==> src/rtl/core/vns_pkg.sv <==
// Shared types, constants and header decode for the VCL NAL unit scanner.
// No dependencies; used by every module of the block.
package vns_pkg;

    typedef struct packed {
        logic [7:0] data_byte;
        logic       last_byte;
    } t_in_word;

    typedef struct packed {
        logic       vcl_found;
        logic [4:0] pic_type;
        logic       is_idr;
    } t_out_word;

    typedef struct packed {
        logic       vcl;
        logic [4:0] pic_type;
    } t_hdr;

    localparam logic       CODEC_HEVC     = 1'b0;
    localparam logic       CODEC_H264     = 1'b1;
    localparam logic [5:0] HEVC_TYPE_MASK = 6'h3F;
    localparam logic [4:0] H264_TYPE_MASK = 5'h1F;
    localparam logic [5:0] HEVC_VCL_LIMIT = 6'd32;
    localparam logic [4:0] H264_VCL_MIN   = 5'd1;
    localparam logic [4:0] H264_VCL_MAX   = 5'd12;
    localparam logic [4:0] HEVC_IDR_A     = 5'd19;
    localparam logic [4:0] HEVC_IDR_B     = 5'd20;
    localparam logic [4:0] H264_IDR       = 5'd5;
    localparam logic [2:0] SEEN_SAT       = 3'd4;
    localparam logic [2:0] SEEN_HDR       = 3'd3;
    localparam logic [1:0] PHASE_LAST     = 2'd3;

    function automatic t_hdr hdr_decode(input logic [7:0] b, input logic codec);
        t_hdr       h;
        logic [5:0] ty6;
        logic [4:0] ty5;
        ty6 = b[6:1] & HEVC_TYPE_MASK;
        ty5 = b[4:0] & H264_TYPE_MASK;
        if (codec == CODEC_HEVC) begin
            h.vcl      = ty6 < HEVC_VCL_LIMIT;
            h.pic_type = ty6[4:0];
        end else begin
            h.vcl      = (ty5 >= H264_VCL_MIN) && (ty5 <= H264_VCL_MAX);
            h.pic_type = ty5;
        end
        return h;
    endfunction

    function automatic logic idr_check(input logic [4:0] t, input logic codec);
        if (codec == CODEC_HEVC) begin
            return (t == HEVC_IDR_A) || (t == HEVC_IDR_B);
        end
        return t == H264_IDR;
    endfunction

endpackage

==> src/rtl/core/vns_core.sv <==
// Per-packet scan state: start-code detection, start-code header scan and length-prefix walk.
// Depends on vns_pkg; instantiated by vcl_nal_unit_scanner_top.
module vns_core (
    input  logic               i_clk,
    input  logic               i_rst_n,
    input  logic               i_codec,
    input  logic               i_step,
    input  vns_pkg::t_in_word  i_word,
    output vns_pkg::t_out_word o_result
);

    logic [23:0] r_recent,      n_recent;
    logic [2:0]  r_seen,        n_seen;
    logic        r_start_code,  n_start_code;
    logic        r_scan_found,  n_scan_found;
    logic [4:0]  r_scan_type,   n_scan_type;
    logic [1:0]  r_phase,       n_phase;
    logic [31:0] r_plen,        n_plen;
    logic [31:0] r_left,        n_left;
    logic        r_stopped,     n_stopped;
    logic        r_pfx_found,   n_pfx_found;
    logic [4:0]  r_pfx_type,    n_pfx_type;
    logic        r_unit_vcl,    n_unit_vcl;

    vns_pkg::t_hdr w_hdr;
    logic [7:0]    w_b;
    logic          w_found;
    logic [4:0]    w_type;

    always_comb begin
        w_b   = i_word.data_byte;
        w_hdr = vns_pkg::hdr_decode(w_b, i_codec);

        n_recent     = r_recent;
        n_seen       = r_seen;
        n_start_code = r_start_code;
        n_scan_found = r_scan_found;
        n_scan_type  = r_scan_type;
        n_phase      = r_phase;
        n_plen       = r_plen;
        n_left       = r_left;
        n_stopped    = r_stopped;
        n_pfx_found  = r_pfx_found;
        n_pfx_type   = r_pfx_type;
        n_unit_vcl   = r_unit_vcl;

        if (r_seen == vns_pkg::SEEN_HDR && r_recent[23:8] == 16'h0000 &&
            (r_recent[7:0] == 8'h01 || (r_recent[7:0] == 8'h00 && w_b == 8'h01))) begin
            n_start_code = 1'b1;
        end

        if (r_seen >= vns_pkg::SEEN_HDR && !r_scan_found && r_recent == 24'h000001 &&
            w_hdr.vcl) begin
            n_scan_found = 1'b1;
            n_scan_type  = w_hdr.pic_type;
        end

        if (!r_stopped && !r_pfx_found) begin
            if (r_left == 32'd0) begin
                n_plen = {r_plen[23:0], w_b};
                if (r_phase == vns_pkg::PHASE_LAST) begin
                    n_phase = 2'd0;
                    if (n_plen == 32'd0 || n_plen[31]) begin
                        n_stopped = 1'b1;
                    end else begin
                        n_left = n_plen;
                    end
                end else begin
                    n_phase = r_phase + 2'd1;
                end
            end else begin
                if (r_left == r_plen) begin
                    n_unit_vcl = w_hdr.vcl;
                    if (w_hdr.vcl) begin
                        n_pfx_type = w_hdr.pic_type;
                    end
                end
                n_left = r_left - 32'd1;
                if (n_left == 32'd0) begin
                    if (n_unit_vcl) begin
                        n_pfx_found = 1'b1;
                    end
                    n_unit_vcl = 1'b0;
                end
            end
        end

        w_found = 1'b0;
        w_type  = 5'd0;
        if (r_seen >= vns_pkg::SEEN_HDR) begin
            w_found = n_start_code ? n_scan_found : n_pfx_found;
            w_type  = n_start_code ? n_scan_type  : n_pfx_type;
        end
        if (!w_found) begin
            w_type = 5'd0;
        end
        o_result.vcl_found = w_found;
        o_result.pic_type  = w_type;
        o_result.is_idr    = w_found && vns_pkg::idr_check(w_type, i_codec);

        if (i_word.last_byte) begin
            n_recent     = '0;
            n_seen       = '0;
            n_start_code = 1'b0;
            n_scan_found = 1'b0;
            n_scan_type  = '0;
            n_phase      = '0;
            n_plen       = '0;
            n_left       = '0;
            n_stopped    = 1'b0;
            n_pfx_found  = 1'b0;
            n_pfx_type   = '0;
            n_unit_vcl   = 1'b0;
        end else begin
            n_recent = {r_recent[15:0], w_b};
            if (r_seen < vns_pkg::SEEN_SAT) begin
                n_seen = r_seen + 3'd1;
            end
        end
    end

    always_ff @(posedge i_clk) begin
        if (!i_rst_n) begin
            r_recent     <= '0;
            r_seen       <= '0;
            r_start_code <= 1'b0;
            r_scan_found <= 1'b0;
            r_scan_type  <= '0;
            r_phase      <= '0;
            r_plen       <= '0;
            r_left       <= '0;
            r_stopped    <= 1'b0;
            r_pfx_found  <= 1'b0;
            r_pfx_type   <= '0;
            r_unit_vcl   <= 1'b0;
        end else if (i_step) begin
            r_recent     <= n_recent;
            r_seen       <= n_seen;
            r_start_code <= n_start_code;
            r_scan_found <= n_scan_found;
            r_scan_type  <= n_scan_type;
            r_phase      <= n_phase;
            r_plen       <= n_plen;
            r_left       <= n_left;
            r_stopped    <= n_stopped;
            r_pfx_found  <= n_pfx_found;
            r_pfx_type   <= n_pfx_type;
            r_unit_vcl   <= n_unit_vcl;
        end
    end

endmodule

==> src/rtl/core/vcl_nal_unit_scanner_top.sv <==
// Input words are registered; a last byte's result is registered for output.
// Throughput: one byte per cycle; only a last byte waits, on a full, stalled output.
// Reset (synchronous, active low) clears the codec register, packet state and both valids.
// Top level of the VCL NAL unit scanner: input register, vns_core, result register.
// Depends on vns_pkg and vns_core.
module vcl_nal_unit_scanner_top (
    input  logic               i_clk,
    input  logic               i_rst_n,
    input  logic               i_in_valid,
    output logic               o_in_stall,
    input  vns_pkg::t_in_word  i_in_word,
    output logic               o_out_valid,
    input  logic               i_out_stall,
    output vns_pkg::t_out_word o_out_word,
    input  logic               i_cfg_we,
    input  logic               i_cfg_wdata
);

    logic               r_codec;
    logic               r_in_valid;
    vns_pkg::t_in_word  r_in;
    logic               r_out_valid;
    vns_pkg::t_out_word r_out;
    vns_pkg::t_out_word w_result;
    logic               w_out_free;
    logic               w_step;
    logic               w_accept;

    assign w_out_free = !r_out_valid || !i_out_stall;
    assign w_step     = r_in_valid && (!r_in.last_byte || w_out_free);
    assign o_in_stall = r_in_valid && !w_step;
    assign w_accept   = i_in_valid && !o_in_stall;

    vns_core u_core (
        .i_clk    (i_clk),
        .i_rst_n  (i_rst_n),
        .i_codec  (r_codec),
        .i_step   (w_step),
        .i_word   (r_in),
        .o_result (w_result)
    );

    always_ff @(posedge i_clk) begin
        if (!i_rst_n) begin
            r_codec     <= vns_pkg::CODEC_HEVC;
            r_in_valid  <= 1'b0;
            r_out_valid <= 1'b0;
        end else begin
            if (i_cfg_we) begin
                r_codec <= i_cfg_wdata;
            end
            if (w_accept) begin
                r_in_valid <= 1'b1;
            end else if (w_step) begin
                r_in_valid <= 1'b0;
            end
            if (w_step && r_in.last_byte) begin
                r_out_valid <= 1'b1;
            end else if (!i_out_stall) begin
                r_out_valid <= 1'b0;
            end
        end
        if (w_accept) begin
            r_in <= i_in_word;
        end
        if (w_step && r_in.last_byte) begin
            r_out <= w_result;
        end
    end

    assign o_out_valid = r_out_valid;
    assign o_out_word  = r_out;

endmodule

==> config.mk <==
export PLATFORM = sky130hd
export DESIGN_NAME = vcl_nal_unit_scanner_top
export DESIGN_NICKNAME = d
export VERILOG_FILES = /design/src/rtl/core/vns_pkg.sv /design/src/rtl/core/vns_core.sv /design/src/rtl/core/vcl_nal_unit_scanner_top.sv
export SDC_FILE = /design/constraint.sdc
export NUM_CORES = 1
export LEC_CHECK = 0
export ABC_AREA = 1
export BUFFER_PORTS_ARGS = -buffer_cell sky130_fd_sc_hd__buf_2
export CORE_ASPECT_RATIO = 0.8
export CORE_MARGIN = 1
export CORE_UTILIZATION = 40
export DETAILED_ROUTE_END_ITERATION = 10
export PLACE_DENSITY = 0.62
export SYNTH_ARGS = -nofsm -noshare
export SYNTH_HDL_FRONTEND = slang
export SYNTH_SLANG_ARGS = --single-unit
==> constraint.sdc <==
create_clock -name i_clk -period 5 [get_ports i_clk]
set_input_delay 0.75 -clock i_clk [delete_from_list [all_inputs] [get_ports i_clk]]
set_output_delay 0.75 -clock i_clk [all_outputs]
set_load 0.02 [all_outputs]
# [Word-level counts from Yosys, hierarchy flattened]
# Index checks and enable logic that the tools add are counted.
[totals] register_bits=127 elab_cells=137 output_inout_bits=9 input_bits=15
[classes] n_lt_le_gt_ge=5 n_addsub=3 n_reduce_logical=42 n_eq_ne=13 n_mux=54
[op_table] op="32-bit 2-to-1 mux" count=8
[op_table] op="32-bit zero test" count=3
[op_table] op="5-bit 2-to-1 mux" count=10
[op_table] op="32-bit == test" count=1
[op_table] op="32-bit by 1-bit subtractor with 32-bit output (second input constant)" count=1
[op_table] op="1-bit 2-to-1 mux" count=28
[op_table] op="24-bit by 1-bit == test with 1-bit output (second input constant)" count=1
[op_table] op="24-bit 2-to-1 mux" count=1
[op_table] op="8-bit by 1-bit == test with 1-bit output (second input constant)" count=2
[op_table] op="16-bit zero test" count=1
[op_table] op="1-bit logical AND" count=13
[op_table] op="2-bit nonzero test" count=6
[op_table] op="5-bit == test (second input constant)" count=2
[op_table] op="1-bit zero test" count=8
[op_table] op="8-bit zero test" count=1
[op_table] op="2-bit 2-to-1 mux" count=4
[op_table] op="6-bit < comparator (second input constant)" count=1
[op_table] op="3-bit 2-to-1 mux" count=2
[op_table] op="6-bit 2-to-1 mux" count=1
[op_table] op="3-bit != test (second input constant)" count=2
[op_table] op="3-bit AND reduction" count=2
[op_table] op="5-bit by 3-bit == test with 1-bit output (second input constant)" count=1
[op_table] op="5-bit by 1-bit >= comparator with 1-bit output (second input constant)" count=1
[op_table] op="5-bit by 4-bit <= comparator with 1-bit output (second input constant)" count=1
[op_table] op="12 further kinds" count=16

# [Depth between registers and ports, before layout]
[logic_depth] depth_word=17 mapped_depth=20 ltp_nobuf=19

# [By module]
# From an unflattened synthesis, not the netlist that was laid out.
[hier_totals] cells_unflattened=1152 hier_area_um2=7518.5
[modules_own_cells] mod="vns_core" area_per_inst_um2=6894.1 n_inst=1 seq_area_each_um2=2162.1 cells_per_inst=1113
[modules_own_cells] mod="vcl_nal_unit_scanner_top" area_per_inst_um2=624.3 n_inst=1 seq_area_each_um2=540.5 cells_per_inst=39

# [Least setup slack after synthesis]
# OpenSTA, ideal clock, no wires.
[synth_timing] kind="flip-flop to flip-flop" startpoint="register u_core.r_left[0]" endpoint="register r_out, in the netlist o_out_word[0], data pin" setup_ps=138 required_time_ps=4862 synth_period_minus_slack_ps=2184 t_arrival_ps=2046 stages_incl_launch_ff=18 path_slack_ps=2816 path_buffers=1 path_cell_list="dfxtp_1 > inv_1 > ha_1 > nand2_4 > nor2_4 > buf_6 > nand3_1 > nand2_1 > nand2_1 > nor2_2 > nand3_1 > nor2_2 > nand3_2 > nand3_4 > nand3_1 > nand2_1 > nand2_1 > nor2_1"
[synth_lines] item="from (decl)" line_no="vns_core.sv:19" text="logic [31:0] r_left, n_left;"
[synth_lines] item="from (signal assigned)" line_no="vns_core.sv:144" text="r_left <= n_left;"
[synth_lines] item="to (signal assigned)" line_no="vcl_nal_unit_scanner_top.sv:67" text="r_out <= w_result;"
[synth_lines] item="to (decl)" line_no="vcl_nal_unit_scanner_top.sv:23" text="vns_pkg::t_out_word r_out;"

# [Worst setup path in the final report]
[layout_timing] startpoint="register u_core.r_left[17]" endpoint="register u_core.r_left[14]"
[layout_between] elab_chain_cells=4 elab_cells_between_ends=7 classes_between="2 x eq/ne; 3 x mux; 2 x reduce/logical"
[layout_rtl] item="32-bit zero test *" line_no="vns_core.sv:59" text="if (r_left == 32'd0) begin"
[layout_rtl] item="32-bit 2-to-1 mux" line_no="vns_core.sv:59"
[layout_rtl] item="32-bit 2-to-1 mux" line_no="vns_core.sv:58" text="if (!r_stopped && !r_pfx_found) begin"
[layout_rtl] item="32-bit 2-to-1 mux" line_no="vns_core.sv:101" text="if (i_word.last_byte) begin"
# Mark *: on every way between the ends. The rest lies on a longest branch, timed or not. The select of a mux whose other input is x is not followed.
# A chain may end at the register's enable or synchronous reset.

==> results.sh <==
export IMPL_yosysTopAreaCell="dfxtp_1"
export IMPL_grt_pass1_wl_um=37100
export IMPL_syn_area_per_cell_sq_um=6.52
export IMPL_period_needed_ns=3.53
export IMPL_skew_ns=0.00833
export IMPL_final_nets=1172
export IMPL_final_cell_area_sq_um=8320
export IMPL_startpoint_type="register"
export IMPL_gp_congestion=0.929
export IMPL_synthFlopType="dfxtp_1"
export IMPL_crit_type="reg -> reg"
export IMPL_std_cell_rows=44
export IMPL_status="completed"
export IMPL_antenna_found_initial=0
export IMPL_max_cap_violations=0
export IMPL_ant_nets=0
export IMPL_hold_viol=0
export IMPL_dp_hpwl_um=16700
export IMPL_rsz0062_at_grt="false"
export IMPL_rr_endpoint="u_core.r_left[14]"
export IMPL_initialDrtViolationCount=810
export IMPL_synth_top_area_share_pct=29.6
export IMPL_postCtsSetupBuffers=0
export IMPL_synthToLayoutAreaGrowth_pct=10.7
export IMPL_die_w_um=155
export IMPL_ys_seq_area_share_pct=36.0
export IMPL_core_sq_um=18300
export IMPL_wire_per_inst_um=16.4
export IMPL_period_share_pct=70.7
export IMPL_dr_pass1_iters=5
export IMPL_p_total_uw=2990
export IMPL_initial_core_util_pct=41.1
export IMPL_synth_distinct_cells=44
export IMPL_fill_cells=1995
export IMPL_drt_vias_per_instance=5.21
export IMPL_synth_cells=1152
export IMPL_endpoint_kind="register"
export IMPL_whs_path_depth=2
export IMPL_netlist_area_sq_um=7510
export IMPL_power_leakage_uw=0.00362
export IMPL_crit_path_max_fanout=42
export IMPL_synth_seq_cells=127
export IMPL_ys_async_sr_fraction_pct=0
export IMPL_slew_violations=0
export IMPL_reg2reg_from="u_core.r_left[17]"
export IMPL_synthesis_nets=1173
export IMPL_grt_overflow=0
export IMPL_drive_gt1_share_pct=9.97
export IMPL_numCtsBuffers=17
export IMPL_dpl_cell_area_sq_um=7740
export IMPL_drt_wl_total_um=23200
export IMPL_setup_viol=0
export IMPL_power_density_nw_per_um2=360
export IMPL_io_pins=24
export IMPL_hold_path_class="reg -> reg"
export IMPL_die_h_um=125
export IMPL_die_area_sq_um=19300
export IMPL_portBuffers=23
export IMPL_cts_tree="done"
export IMPL_synth_edf_count=16
export IMPL_reg2reg_slack_ns=1.47
export IMPL_path_clk_slew_ns=0.06
export IMPL_grt_pass1_vias=6629
export IMPL_min_from="u_core.r_scan_type[1]"
export IMPL_ctsHoldBuffers=0
export IMPL_synth_area_leaders="dfxtp_1, nand2_1, a21oi_1"
export IMPL_yosysWarnings=0
export IMPL_rr_worst_depth=11
export IMPL_worstPathRequired_ns=5.36
export IMPL_max_freq_ghz=0.283
export IMPL_worst_pin_slew_ns=0.993
export IMPL_cts_root_buffer="clkbuf_16"
export IMPL_slew_headroom_pct=33.2
export IMPL_ctsResizeCount=0
export IMPL_ir_drop_v=0.000241
export IMPL_hold_end="u_core.r_scan_type[1]"
export IMPL_antenna_cells=0
export IMPL_drcViolationCount=0
export IMPL_tns_ns=0
export IMPL_vias=7384
export IMPL_holdWs_ns=0.465
export IMPL_clk_latency_ns=0.43
export IMPL_critPathArrivalTime_ns=3.89
export IMPL_cts_sinks=127
export IMPL_grt_max_degree=49
export IMPL_clockBufferDepth=2
export IMPL_htreeDepth=4
export IMPL_grt_use_total_pct=25.0
## cell families (layout without fill, tap and decap cells)
logic type / Yosys count / in the layout / synth area share (%)
XOR/XNOR: 14 / 14 / 1.63
flip-flops: 127 / 127 / 36.0
AO/OA/AOI/OAI: 225 / 225 / 17.4
AND/OR/NAND/NOR: 591 / 591 / 33.8
buffers and inverters: 189 / 201 / 10.3
adder cells (fa/ha/maj): 6 / 6 / 0.999
## report_power, final
| group | leakage, uW | internal (uW) | switching (uW) |
|---|---|---|---|
| Clock | 0.000267 | 703 | 522 |
| Sequential | 0.00106 | 1080 | 82.0 |
| Combinational | 0.00229 | 182 | 421 |
| Total | 0.00362 | 1970 | 1020 |
## synth_stat cells, types with 5 or more instances
master,number
inv_1,127
a21oi_1,110
nand3_1,51
o21ai_0,48
ha_1,6
nand2_1,338
buf_2,10
nand2_2,5
nor2_2,11
o22ai_1,10
xor2_1,9
nor2_1,137
dfxtp_1,111
xnor2_1,5
clkbuf_1,30
nor3_1,7
nand4_1,18
inv_2,12
nor2_4,9
a211oi_1,32
a31oi_1,5
buf_6,6
a22oi_1,5
edfxtp_1,16
## routing by layer
layer | wire length, um | vias to the layer above | part of all wire (%) | global-route usage, %
met4 | 306 | 0 | 1.3 | 6.34
met2 | 9000 | 263 | 39 | 33.7
li1 | - | 3729 | - | -
met5 | 0 | - | 0 | 0
met3 | 2030 | 25 | 8.8 | 7.03
met1 | 11900 | 3367 | 51 | 38.3
## critical path, cell delays in order, from the launching register on
cell,delay [ns]
dfxtp_1,0.39
nor2_1,0.17
nand2_1,0.09
nor2_1,0.31
nand4_1,0.27
nor2_4,0.50
inv_2,0.30
nand2_2,0.15
nand2_2,0.45
inv_2,0.53
o21ai_0,0.13
a21oi_1,0.15
## final cells by class
class                           instances  area, sq um  share of cell area (%)
Multi-Input combinational cell        836         4040                    48.6
Sequential cell                       127         2700                    32.5
Inverter                              140          526                    6.32
Clock buffer                           18          439                    5.28
Tap cell                              253          317                    3.81
Timing Repair Buffer                   29          160                    1.93
Clock inverter                         14          134                    1.61
## placed cells by master (no fill, tap or decap), drive strengths merged
cell type	Yosys	layout
nand3	54	54
or2	2	2
nor3	8	8
o22ai	11	11
a211oi	34	34
clkinvlp	0	5
buf	19	29
o21bai	1	1
a21oi	111	111
edfxtp	16	16
nand4	18	18
o211a	1	1
a31oi	5	5
ha	6	6
inv	139	143
clkinv	1	5
a22oi	5	5
nand2	347	347
xnor2	5	5
bufinv	0	1
a21boi	1	1
xor2	9	9
o21ai	55	55
nor4	4	4
a41oi	1	1
dfxtp	111	111
clkbuf	30	18
nor2	158	158
## worst max-delay path by stage
stage                      start                 to  slack [ns]  depth (start not counted)
2_1_floorplan   u_core.r_left[0]      o_out_word[0]        2.82                         17
3_3_place_gp    u_core.r_left[8]  u_core.r_left[13]        1.65                         11
3_5_place_dp    u_core.r_left[8]  u_core.r_left[14]        1.54                         11
4_1_cts         u_core.r_left[8]  u_core.r_left[14]        1.53                         11
5_1_grt         u_core.r_left[8]  u_core.r_left[12]        1.13                         11
6_report       u_core.r_left[17]  u_core.r_left[14]        1.47                         11
## metrics by stage
stage          cells  worst slack [ns]  util, %
3_3_place_gp    1385              1.65     42.4
2_1_floorplan   1152              2.82        -
6_report        1417              1.47     45.5
4_1_cts         1417              1.53     45.5
3_5_place_dp    1385              1.54     42.4
5_1_grt         1417              1.13     45.5
## sequential cells by signal, summed over array words and instances (netlist names)
signal	cells
o_out_word	7
r_codec	1
u_core.r_seen	3
u_core.r_pfx_found	1
u_core.r_recent	24
u_core.r_pfx_type	5
o_out_valid	1
u_core.r_plen	32
u_core.r_start_code	1
u_core.r_left	32
r_in	9
u_core.r_phase	2
u_core.r_scan_found	1
u_core.r_scan_type	5
r_in_valid	1
u_core.r_unit_vcl	1
u_core.r_stopped	1
Note: power is estimated with default switching activity, not from simulation.
